$ cat src/design/sltok_pkg.sv
// Shared types, character codes and helper functions of the shell line tokenizer.
// Used by every module of the design; depends on nothing else.
package sltok_pkg;

	localparam int unsigned POSITION_BITS = 8;
	localparam int unsigned RQ_DEPTH = 4;
	localparam int unsigned RQ_PTR_BITS = $clog2(RQ_DEPTH);

	typedef logic [POSITION_BITS-1:0] pos_t;
	typedef logic [RQ_PTR_BITS-1:0] rq_ptr_t;
	typedef logic [RQ_PTR_BITS:0] rq_cnt_t;

	localparam pos_t POS_LIMIT = '1;
	localparam logic [7:0] MAX_TOKENS_RESET = 8'd16;

	localparam logic [7:0] CH_NUL = 8'd0;
	localparam logic [7:0] CH_LF = 8'd10;
	localparam logic [7:0] CH_SPACE = 8'd32;
	localparam logic [7:0] CH_DQUOTE = 8'd34;
	localparam logic [7:0] CH_SQUOTE = 8'd39;
	localparam logic [7:0] CH_BSLASH = 8'd92;
	localparam logic [7:0] CH_PIPE = 8'd124;

	typedef enum logic [2:0] {
		K_CMD = 3'd0,
		K_WORD = 3'd1,
		K_PIPE = 3'd2,
		K_EOL = 3'd3,
		K_BAD = 3'd4,
		K_NONE = 3'd7
	} kind_t;

	typedef enum logic [1:0] {
		LS_CONTINUE = 2'd0,
		LS_ACCEPT = 2'd1,
		LS_REJECT = 2'd2
	} line_status_t;

	typedef enum logic [3:0] {
		M_BETWEEN = 4'b0001,
		M_WORD = 4'b0010,
		M_QUOTE = 4'b0100,
		M_DISCARD = 4'b1000
	} mode_t;

	typedef struct packed {
		mode_t mode;
		kind_t prev;
		pos_t start_pos;
		pos_t run_len;
		pos_t char_pos;
		logic [7:0] tokens;
		logic quote_dq;
		logic last_bs;
	} scan_state_t;

	localparam scan_state_t NEW_LINE_STATE = '{
		mode: M_BETWEEN,
		prev: K_NONE,
		start_pos: '0,
		run_len: '0,
		char_pos: '0,
		tokens: 8'd0,
		quote_dq: 1'b0,
		last_bs: 1'b0
	};

	typedef struct packed {
		kind_t kind;
		logic [7:0] start;
		logic [7:0] size;
		logic [7:0] number;
		line_status_t status;
		logic last;
	} result_t;

	typedef struct packed {
		logic [1:0] count;
		result_t res0;
		result_t res1;
	} push_t;

	function automatic logic is_word_char(logic [7:0] c);
		return (c >= 8'd97 && c <= 8'd122) || (c >= 8'd65 && c <= 8'd90) ||
			(c >= 8'd48 && c <= 8'd57) || (c == 8'd95);
	endfunction

	function automatic logic [7:0] to_byte(pos_t v);
		logic [POSITION_BITS+7:0] w;
		w = {8'd0, v};
		return w[7:0];
	endfunction

	function automatic logic [7:0] sat_inc(logic [7:0] n);
		return (n == 8'hFF) ? n : n + 8'd1;
	endfunction

	function automatic line_status_t status_of(kind_t k, logic [7:0] n, logic [7:0] lim);
		logic [8:0] n1;
		n1 = {1'b0, n} + 9'd1;
		if (k == K_BAD) begin
			return LS_REJECT;
		end else if (k == K_EOL) begin
			return (n < lim) ? LS_ACCEPT : LS_REJECT;
		end else begin
			return (n1 >= {1'b0, lim}) ? LS_REJECT : LS_CONTINUE;
		end
	endfunction

	function automatic result_t mk_result(kind_t k, logic [7:0] start, logic [7:0] size,
			logic [7:0] n, logic [7:0] lim);
		result_t r;
		r.kind = k;
		r.start = start;
		r.size = size;
		r.number = n;
		r.status = status_of(k, n, lim);
		r.last = 1'b0;
		return r;
	endfunction

endpackage

$ cat src/design/sltok_char_if.sv
// Character channel of the shell line tokenizer: one byte of a command line per request.
// Stands alone; no package needed.
interface sltok_char_if;
	logic valid;
	logic ready;
	logic [7:0] character;

	modport source(output valid, output character, input ready);
	modport sink(input valid, input character, output ready);
endinterface

$ cat src/design/sltok_token_if.sv
// Token channel of the shell line tokenizer: one reported token per request.
// Stands alone; no package needed.
interface sltok_token_if;
	logic valid;
	logic ready;
	logic [2:0] token_kind;
	logic [7:0] token_start;
	logic [7:0] token_length;
	logic [7:0] token_number;
	logic [1:0] line_status;
	logic last_of_run;

	modport source(output valid, output token_kind, output token_start, output token_length,
		output token_number, output line_status, output last_of_run, input ready);
	modport sink(input valid, input token_kind, input token_start, input token_length,
		input token_number, input line_status, input last_of_run, output ready);
endinterface

$ cat src/design/sltok_cfg_if.sv
// Configuration write channel of the shell line tokenizer, carrying the token limit.
// Stands alone; no package needed.
interface sltok_cfg_if;
	logic valid;
	logic ready;
	logic [7:0] max_tokens;

	modport source(output valid, output max_tokens, input ready);
	modport sink(input valid, input max_tokens, output ready);
endinterface

$ cat src/design/shell_line_tokenizer.sv
// Top level of the shell line tokenizer: token limit register, scan stage and result queue.
// Depends on sltok_pkg, the three channel interfaces, sltok_scan and sltok_outq.
//
// Channel  Role    Payload                                             Request
// chars    sink    character                                           one byte of a line
// tokens   source  token_kind token_start token_length token_number    one token
//                  line_status last_of_run
// cfg      sink    max_tokens                                          one limit write
//
// One character is accepted per cycle unless the channel stalls; its tokens pass the input
// register and the result queue before they can be taken. Two tokens of one character are
// handed out in turn; a four-entry queue keeps input flowing while results wait.
// The character channel stalls only when that queue cannot take two more results.
// Reset clears the line state, the queue and the input stage; the token limit returns to 16.
module shell_line_tokenizer import sltok_pkg::*; (
	input logic clk,
	input logic arst_n,
	sltok_char_if.sink chars,
	sltok_token_if.source tokens,
	sltok_cfg_if.sink cfg
);

	logic [7:0] max_tokens_q;
	logic room;
	push_t push;

	assign cfg.ready = 1'b1;

	always_ff @(posedge clk or negedge arst_n) begin
		if (!arst_n) begin
			max_tokens_q <= MAX_TOKENS_RESET;
		end else if (cfg.valid && cfg.ready) begin
			max_tokens_q <= cfg.max_tokens;
		end
	end

	sltok_scan u_scan (
		.clk(clk),
		.arst_n(arst_n),
		.chars(chars),
		.max_tokens(max_tokens_q),
		.room(room),
		.push(push)
	);

	sltok_outq u_outq (
		.clk(clk),
		.arst_n(arst_n),
		.push(push),
		.room(room),
		.tokens(tokens)
	);

endmodule

$ cat src/design/sltok_scan.sv
// Input register, line scan state and the per-character token logic.
// Depends on sltok_pkg and sltok_char_if; feeds up to two results to the result queue.
module sltok_scan import sltok_pkg::*; (
	input logic clk,
	input logic arst_n,
	sltok_char_if.sink chars,
	input logic [7:0] max_tokens,
	input logic room,
	output push_t push
);

	logic [7:0] chr_s1;
	logic vld_s1;
	scan_state_t state_q;
	scan_state_t nx;

	logic advance;
	logic [7:0] c;
	pos_t p;
	logic [7:0] lim;
	logic is_nul;
	logic is_lf;
	logic line_end;
	logic too_long;
	logic do_start;
	kind_t st_prev;
	kind_t word_k;
	logic [7:0] close_q;

	logic tk_emit;
	kind_t tk_kind;
	logic [7:0] tk_start;
	logic [7:0] tk_size;

	logic e0;
	logic e1;
	kind_t k0;
	kind_t k1;
	logic [7:0] start0;
	logic [7:0] start1;
	logic [7:0] size0;
	logic [7:0] size1;
	logic [7:0] n0;
	logic [7:0] n1;
	logic [7:0] n2;
	result_t r0;
	result_t r1;
	logic rejected;

	assign advance = vld_s1 && room;
	assign chars.ready = !vld_s1 || room;

	always_ff @(posedge clk) begin
		if (chars.valid && chars.ready) begin
			chr_s1 <= chars.character;
		end
	end

	always_ff @(posedge clk or negedge arst_n) begin
		if (!arst_n) begin
			vld_s1 <= 1'b0;
			state_q <= NEW_LINE_STATE;
		end else begin
			if (chars.valid && chars.ready) begin
				vld_s1 <= 1'b1;
			end else if (advance) begin
				vld_s1 <= 1'b0;
			end
			if (advance) begin
				state_q <= nx;
			end
		end
	end

	always_comb begin
		c = chr_s1;
		p = state_q.char_pos;
		lim = (max_tokens == 8'd0) ? 8'd1 : max_tokens;
		nx = state_q;
		is_nul = (c == CH_NUL);
		is_lf = (c == CH_LF);
		line_end = (state_q.mode == M_QUOTE) ? is_nul : (is_nul || is_lf);
		too_long = (state_q.mode != M_DISCARD) && (p == POS_LIMIT) && !line_end;
		word_k = (state_q.prev == K_NONE || state_q.prev == K_PIPE) ? K_CMD : K_WORD;
		close_q = state_q.quote_dq ? CH_DQUOTE : CH_SQUOTE;
		n0 = state_q.tokens;
		n1 = sat_inc(n0);
		n2 = sat_inc(n1);
		do_start = 1'b0;
		st_prev = state_q.prev;
		e0 = 1'b0;
		e1 = 1'b0;
		k0 = K_BAD;
		k1 = K_BAD;
		start0 = 8'd0;
		start1 = 8'd0;
		size0 = 8'd0;
		size1 = 8'd0;
		tk_emit = 1'b0;
		tk_kind = K_BAD;
		tk_start = 8'd0;
		tk_size = 8'd0;

		if (too_long) begin
			e0 = 1'b1;
			k0 = K_BAD;
			start0 = to_byte(p);
		end else begin
			unique case (state_q.mode)
				M_QUOTE: begin
					if (is_nul) begin
						e0 = 1'b1;
						k0 = K_BAD;
						start0 = to_byte(state_q.start_pos);
						size0 = to_byte(state_q.run_len + pos_t'(1));
					end else if (c == close_q && !state_q.last_bs) begin
						e0 = 1'b1;
						k0 = K_WORD;
						start0 = to_byte(state_q.start_pos + pos_t'(1));
						size0 = to_byte(state_q.run_len);
						nx.prev = K_WORD;
						nx.mode = M_BETWEEN;
					end else begin
						nx.run_len = state_q.run_len + pos_t'(1);
						nx.last_bs = (c == CH_BSLASH);
					end
				end
				M_WORD: begin
					if (is_word_char(c)) begin
						nx.run_len = state_q.run_len + pos_t'(1);
					end else begin
						e0 = 1'b1;
						k0 = word_k;
						start0 = to_byte(state_q.start_pos);
						size0 = to_byte(state_q.run_len);
						nx.prev = word_k;
						nx.mode = M_BETWEEN;
						st_prev = word_k;
						do_start = (status_of(word_k, n0, lim) != LS_REJECT);
					end
				end
				M_BETWEEN: begin
					do_start = 1'b1;
				end
				M_DISCARD: begin
				end
				default: begin
				end
			endcase
		end

		if (do_start) begin
			if (is_nul || is_lf) begin
				tk_emit = 1'b1;
				tk_start = to_byte(p);
				if (st_prev == K_PIPE) begin
					tk_kind = K_BAD;
					tk_size = 8'd1;
				end else begin
					tk_kind = K_EOL;
				end
			end else if (c == CH_DQUOTE || c == CH_SQUOTE) begin
				nx.mode = M_QUOTE;
				nx.quote_dq = (c == CH_DQUOTE);
				nx.last_bs = 1'b0;
				nx.start_pos = p;
				nx.run_len = '0;
			end else if (c == CH_PIPE) begin
				tk_emit = 1'b1;
				tk_start = to_byte(p);
				tk_size = 8'd1;
				if (st_prev == K_PIPE || st_prev == K_NONE) begin
					tk_kind = K_BAD;
				end else begin
					tk_kind = K_PIPE;
					nx.prev = K_PIPE;
				end
			end else if (is_word_char(c)) begin
				nx.mode = M_WORD;
				nx.start_pos = p;
				nx.run_len = pos_t'(1);
			end else if (c != CH_SPACE) begin
				tk_emit = 1'b1;
				tk_kind = K_BAD;
				tk_start = to_byte(p);
			end
		end

		if (state_q.mode == M_WORD) begin
			e1 = tk_emit;
			k1 = tk_kind;
			start1 = tk_start;
			size1 = tk_size;
		end else if (tk_emit) begin
			e0 = 1'b1;
			k0 = tk_kind;
			start0 = tk_start;
			size0 = tk_size;
		end

		r0 = mk_result(k0, start0, size0, n0, lim);
		r1 = mk_result(k1, start1, size1, n1, lim);
		if (e1) begin
			r1.last = 1'b1;
		end else begin
			r0.last = 1'b1;
		end
		rejected = (e0 && r0.status == LS_REJECT) || (e1 && r1.status == LS_REJECT);
		nx.tokens = e1 ? n2 : (e0 ? n1 : n0);

		if (state_q.mode == M_DISCARD) begin
			if (is_nul || is_lf) begin
				nx = NEW_LINE_STATE;
			end
		end else if (too_long) begin
			nx.mode = M_DISCARD;
		end else if (is_nul && (nx.mode != M_QUOTE || rejected || e0)) begin
			nx = NEW_LINE_STATE;
		end else if (is_lf && nx.mode != M_QUOTE) begin
			nx = NEW_LINE_STATE;
		end else if (rejected) begin
			nx.mode = M_DISCARD;
		end else begin
			nx.char_pos = p + pos_t'(1);
		end

		push.res0 = r0;
		push.res1 = r1;
		if (advance && e1) begin
			push.count = 2'd2;
		end else if (advance && e0) begin
			push.count = 2'd1;
		end else begin
			push.count = 2'd0;
		end
	end

endmodule

$ cat src/design/sltok_outq.sv
// Result queue of the shell line tokenizer: takes up to two results a cycle, hands out one.
// Depends on sltok_pkg and sltok_token_if.
module sltok_outq import sltok_pkg::*; (
	input logic clk,
	input logic arst_n,
	input push_t push,
	output logic room,
	sltok_token_if.source tokens
);

	result_t entries_q [RQ_DEPTH];
	rq_ptr_t wr_ptr_q;
	rq_ptr_t rd_ptr_q;
	rq_cnt_t count_q;
	logic pop;
	result_t head;

	assign pop = tokens.valid && tokens.ready;
	assign room = (count_q - rq_cnt_t'(pop)) <= rq_cnt_t'(RQ_DEPTH - 2);

	always_ff @(posedge clk) begin
		if (push.count != 2'd0) begin
			entries_q[wr_ptr_q] <= push.res0;
		end
		if (push.count == 2'd2) begin
			entries_q[wr_ptr_q + rq_ptr_t'(1)] <= push.res1;
		end
	end

	always_ff @(posedge clk or negedge arst_n) begin
		if (!arst_n) begin
			wr_ptr_q <= '0;
			rd_ptr_q <= '0;
			count_q <= '0;
		end else begin
			wr_ptr_q <= wr_ptr_q + rq_ptr_t'(push.count);
			rd_ptr_q <= rd_ptr_q + rq_ptr_t'(pop);
			count_q <= count_q + rq_cnt_t'(push.count) - rq_cnt_t'(pop);
		end
	end

	assign head = entries_q[rd_ptr_q];
	assign tokens.valid = (count_q != '0);
	assign tokens.token_kind = head.kind;
	assign tokens.token_start = head.start;
	assign tokens.token_length = head.size;
	assign tokens.token_number = head.number;
	assign tokens.line_status = head.status;
	assign tokens.last_of_run = head.last;

endmodule

$ cat src/flat_wrapper.sv
// flat-port wrapper written by rule: the top's interface ports become plain ports
module shell_line_tokenizer_flat import sltok_pkg::*;
  (clk, arst_n, chars_valid, chars_character, chars_ready, tokens_valid, tokens_token_kind, tokens_token_start, tokens_token_length, tokens_token_number, tokens_line_status, tokens_last_of_run, tokens_ready, cfg_valid, cfg_max_tokens, cfg_ready);
  sltok_char_if chars_i ();
  sltok_token_if tokens_i ();
  sltok_cfg_if cfg_i ();
  input logic clk;
  input logic arst_n;
  input wire logic [$bits(chars_i.valid)-1:0] chars_valid;
  input wire logic [$bits(chars_i.character)-1:0] chars_character;
  output wire logic [$bits(chars_i.ready)-1:0] chars_ready;
  output wire logic [$bits(tokens_i.valid)-1:0] tokens_valid;
  output wire logic [$bits(tokens_i.token_kind)-1:0] tokens_token_kind;
  output wire logic [$bits(tokens_i.token_start)-1:0] tokens_token_start;
  output wire logic [$bits(tokens_i.token_length)-1:0] tokens_token_length;
  output wire logic [$bits(tokens_i.token_number)-1:0] tokens_token_number;
  output wire logic [$bits(tokens_i.line_status)-1:0] tokens_line_status;
  output wire logic [$bits(tokens_i.last_of_run)-1:0] tokens_last_of_run;
  input wire logic [$bits(tokens_i.ready)-1:0] tokens_ready;
  input wire logic [$bits(cfg_i.valid)-1:0] cfg_valid;
  input wire logic [$bits(cfg_i.max_tokens)-1:0] cfg_max_tokens;
  output wire logic [$bits(cfg_i.ready)-1:0] cfg_ready;
  assign chars_i.valid = chars_valid;
  assign chars_i.character = chars_character;
  assign chars_ready = chars_i.ready;
  assign tokens_valid = tokens_i.valid;
  assign tokens_token_kind = tokens_i.token_kind;
  assign tokens_token_start = tokens_i.token_start;
  assign tokens_token_length = tokens_i.token_length;
  assign tokens_token_number = tokens_i.token_number;
  assign tokens_line_status = tokens_i.line_status;
  assign tokens_last_of_run = tokens_i.last_of_run;
  assign tokens_i.ready = tokens_ready;
  assign cfg_i.valid = cfg_valid;
  assign cfg_i.max_tokens = cfg_max_tokens;
  assign cfg_ready = cfg_i.ready;
  shell_line_tokenizer u_core (.clk(clk), .arst_n(arst_n), .chars(chars_i), .tokens(tokens_i), .cfg(cfg_i));
endmodule
$ cat config.mk
export PLATFORM = sky130hd
export DESIGN_NAME = shell_line_tokenizer_flat
export DESIGN_NICKNAME = d
export VERILOG_FILES = /design/src/design/sltok_pkg.sv /design/src/design/sltok_char_if.sv /design/src/design/sltok_token_if.sv /design/src/design/sltok_cfg_if.sv /design/src/design/shell_line_tokenizer.sv /design/src/design/sltok_scan.sv /design/src/design/sltok_outq.sv /design/src/flat_wrapper.sv
export SDC_FILE = /design/constraint.sdc
export NUM_CORES = 1
export LEC_CHECK = 0
export ABC_CLOCK_PERIOD_IN_PS = 5150
export BUFFER_PORTS_ARGS = -buffer_cell sky130_fd_sc_hd__buf_2
export CAP_MARGIN = 10
export CORE_AREA = 3 3 213 215
export CTS_BUF_LIST = sky130_fd_sc_hd__clkbuf_2
export CTS_CLUSTER_SIZE = 20
export DETAILED_ROUTE_END_ITERATION = 8
export DIE_AREA = 0 0 216 218
export HOLD_SLACK_MARGIN = 0.06
export PLACE_DENSITY = 0.43
export SYNTH_ARGS = -nofsm -noshare
export SYNTH_HDL_FRONTEND = slang
export SYNTH_SLANG_ARGS = --single-unit
$ cat constraint.sdc
create_clock -name clk -period 5.15 [get_ports clk]
set_input_delay 1.03 -clock clk [delete_from_list [all_inputs] [get_ports clk]]
set_output_delay 1.03 -clock clk [all_outputs]
set_load 0.05 [all_outputs]
==> impl_metrics.csv <==
group,metric,value,unit
logic_synthesis,ys_warn_count,0,
logic_synthesis,synthTopCellsByArea,"edfxtp_1 (28%), dfrtp_1 (12%), mux4_2 (6.2%)",
logic_synthesis,ys_types,85,
cts,clock_path_buffers,2,
route,drc,0,
sta,fin_ws,419.2,ps
worst_setup_path,r2r_end,"u_core.u_outq.count_q[2]",
sta,rsz0062_at_grt,"false",
cts,cts_max_level,4,
floorplan,core_area,43930,sq um
sta,tightest_slew,825.7,ps
logic_synthesis,yosys.area.top_type,"edfxtp_1",
route,drt_iter0_drc,751,
cts,clk_pin_slew_worst_paths,300,ps
worst_setup_path,crit_type,"flip-flop to flip-flop",
pwr,p_leak,4.392,nW
layout,n_fill_cell,4732,
place,place.gp.congestion,0.8131,
layout,drive_above_1_share,0.1645,
global_route,grt.total_usage,0.1467,
cts,cts_made_buffers,17,
global_route,grtUsageMet2,0.2268,
global_route,grt_max_degree,36,
global_route,grt_remaining_overflow,0,
floorplan,die_h,218,um
worst_setup_path,reg2reg_from,"u_core.u_scan.n0[1]",
floorplan,row_count,77,
status,status,"complete, no violations",
place,hpwl,24.62,mm
sta,maxSlewHeadroom,0.4459,
sta,holdWs,143.8,ps
cts,cts_tree,"built",
logic_synthesis,ys_seq_area_frac,0.4611,
cts,cts_setup_buffers,0,
layout,layout.nets,1185,
global_route,grt_busiest_layer,"met2",
logic_synthesis,synth-seq-cells,185,
sta,slew_viol_final,0,
global_route,use_met3,0.02355,
logic_synthesis,synthArstFlopShare,0.3081,
worst_setup_path,rrSetupSlack,420,ps
route,post_drt_wl_per_cell,20.03,um
logic_synthesis,synth_top_area_frac,0.2771,
floorplan,io_pins,54,
global_route,antenna_found_initial,1,
worst_setup_path,critPathArrivalTime,5490,ps
cts,root_buffer,"clkbuf_2",
floorplan,die_area,47090,sq um
route,dr_total_vias,8723,
place,post-place-cells,1691,
worst_setup_path,reg2reg_depth,16,
floorplan,start_util,0.2466,
place,io_buffers,52,
worst_setup_path,start_kind,"flip-flop",
worst_setup_path,worstSetupEndpoint,"u_core.u_outq.count_q[2]",
pwr,ir_drop,0.2089,mV
global_route,use_met1,0.2118,
logic_synthesis,synth.cell_area,10840,sq um
sta,tns,0,ps
place,place_ws,525.7,ps
global_route,grt_pass1_wl,53.16,mm
hold_path,hold_path.class,"primary input to async pin",
cts,clk_latency,830,ps
sta,skew,40.49,ps
pwr,power.total,4.981,mW
logic_synthesis,synthCells,1080,
flow_run,drv_cap,0,
route,routed_wl,34.53,mm
logic_synthesis,synth.avg_cell_area,10.03,sq um
route,ant_nets,0,
sta,fmax,211.4,MHz
worst_setup_path,cp-startpoint,"u_core.u_scan.n0[1]",
global_route,grt_pass1_vias,8531,
logic_synthesis,synth-edff-count,100,
worst_setup_path,required,5910,ps
floorplan,die_w,216,um
layout,final_cell_count_no_fill,1724,
route,firstDrtPassIters,5,
layout,areaGrowthSynthToFinish,11.21,%
sta,min_period,4731,ps
worst_setup_path,critPathMaxFanout,6,
worst_setup_path,crit_path_end_kind,"flip-flop",
logic_synthesis,synth_flop_cell,"edfxtp_1",
logic_synthesis,syn-num-nets,1147,
sta,finalCritPeriodShare,0.9186,
cts,cts.sinks,185,
sta,hold_viol_final,0,
pwr,powerDensity,413.4,nW/um^2
route,vias_per_cell,5.060,
sta,setup_viol,0,
==> worst max-delay path: stages, from the launching register on <==
cell and delay (ps):
dfrtp_1 520, ha_1 290, and4_1 300, nand2_1 120
xnor2_1 170, ha_1 320, a21o_1 160, a221oi_1 280
o211ai_1 270, nor4_2 360, nand3_1 310, nor2_2 340
inv_2 140, ha_1 340, fa_1 440, xor2_1 180
xnor2_1 140
==> what timing repair did <==
| action | in CTS | in global routing |
|---|---|---|
| hold buffers | 0 | 0 |
| gates resized for setup | 0 | 1 |
| endpoints found under the hold margin | 0 | 0 |
| setup endpoints to repair | 0 | 1 |
==> sequential cells by signal, indices dropped and copies added, names as in the netlist <==
signal                   flops
u_core.u_outq.entries_q    120
u_core.u_scan.state_q       25
u_core.max_tokens_q          8
u_core.u_scan.c              8
u_core.u_scan.n0             8
u_core.u_scan.p              8
u_core.u_outq.count_q        3
u_core.u_outq.rd_ptr_q       2
u_core.u_outq.wr_ptr_q       2
u_core.u_scan.vld_s1         1
==> layer usage <==
metal,vias up,wire length (um)
met1,4288,16870
met4,0,571
met2,270,15500
met3,38,1586
li1,4127,-
met5,-,0
==> power breakdown <==
part	switching (mW)	leakage, nW	internal, mW	total [mW]
sequential	0.287	1.86	1.70	1.99
clock	0.569	0.147	0.198	0.767
combinational	1.49	2.38	0.732	2.23
total	2.35	4.39	2.63	4.98
==> layout by cell type, fill, tap and decap left out, types with 12 or more instances in the layout <==
master	Yosys	layout
a21oi_1	68	68
a22o_1	40	40
buf_2	16	52
buf_4	2	37
clkbuf_2	0	19
dfrtp_1	52	50
dfxtp_1	28	28
edfxtp_1	100	100
ha_1	45	45
inv_1	29	29
mux4_2	30	30
nand2_1	177	177
nand3_1	33	33
nor2_1	53	53
nor3_1	15	15
o21ai_0	83	83
o21ai_1	15	15
o22ai_1	26	26
or3_1	12	12
xnor2_1	13	13
==> synth_stat cells (5+ instances only) <==
| library cell | number |
|---|---|
| dfrtp_1 | 52 |
| nand2_1 | 177 |
| o21ai_1 | 15 |
| or3_1 | 12 |
| o211ai_1 | 7 |
| o22ai_1 | 26 |
| mux4_2 | 30 |
| a22oi_1 | 10 |
| o31ai_1 | 6 |
| or4_1 | 6 |
| nor3_1 | 15 |
| clkbuf_1 | 45 |
| nor2_1 | 53 |
| edfxtp_1 | 100 |
| xor2_1 | 7 |
| a21o_1 | 11 |
| buf_1 | 6 |
| a22o_1 | 40 |
| and3_1 | 9 |
| nor4_1 | 5 |
| nand3_1 | 33 |
| buf_2 | 16 |
| dfstp_2 | 5 |
| inv_1 | 29 |
| and2_1 | 7 |
| nand2b_1 | 9 |
| ha_1 | 45 |
| o2bb2ai_1 | 7 |
| o21ai_0 | 83 |
| xnor2_1 | 13 |
| a21oi_1 | 68 |
| a31oi_1 | 11 |
| dfxtp_1 | 28 |
| nand4_1 | 5 |
| o21a_1 | 5 |
| nor2b_1 | 5 |
==> metrics by stage <==
| stage | instance area (sq um) | utilization |
|---|---|---|
| after floorplan | 10840 | - |
| after global placement | 11820 | 0.2690 |
| after detailed placement | 11820 | 0.2690 |
| after CTS | 12050 | 0.2742 |
| after global routing | 12050 | 0.2743 |
| final | 12050 | 0.2743 |
==> area by class of cell <==
| class | instances | area (sq um) | area share |
|---|---|---|---|
| diodes | 1 | 2.502 | 0.0002077 |
| clock buffers | 19 | 95.09 | 0.007891 |
| clock inverters | 13 | 133.9 | 0.01111 |
| inverters | 30 | 112.6 | 0.009345 |
| multi-input cells | 795 | 5429 | 0.4505 |
| flip-flops and latches | 185 | 4999 | 0.4148 |
| well taps | 592 | 740.7 | 0.06147 |
| repair buffers | 89 | 538.0 | 0.04465 |
==> cells by family after synthesis <==
family | count (synthesis) | share of synthesized area
and+or+nand+nor | 369 | 0.1658
AOI/OAI and AO/OA | 326 | 0.1997
DFF | 185 | 0.4611
buffers and inverters | 100 | 0.03787
adders and majority gates | 46 | 0.05381
muxes | 33 | 0.06524
xor gates and xnor gates | 20 | 0.01617
other | 1 | 0.0003461
==> worst min-delay path by stage <==
stage / to
5_1_grt: u_core.u_scan.n0[0]
2_1_floorplan: u_core.u_outq.entries_q[1][12]
3_5_place_dp: u_core.u_outq.entries_q[1][14]
3_3_place_gp: u_core.u_outq.entries_q[0][18]
6_report: u_core.u_scan.n0[1]
4_1_cts: u_core.u_scan.n0[1]
Note: power is estimated with default switching activity, not from simulation.
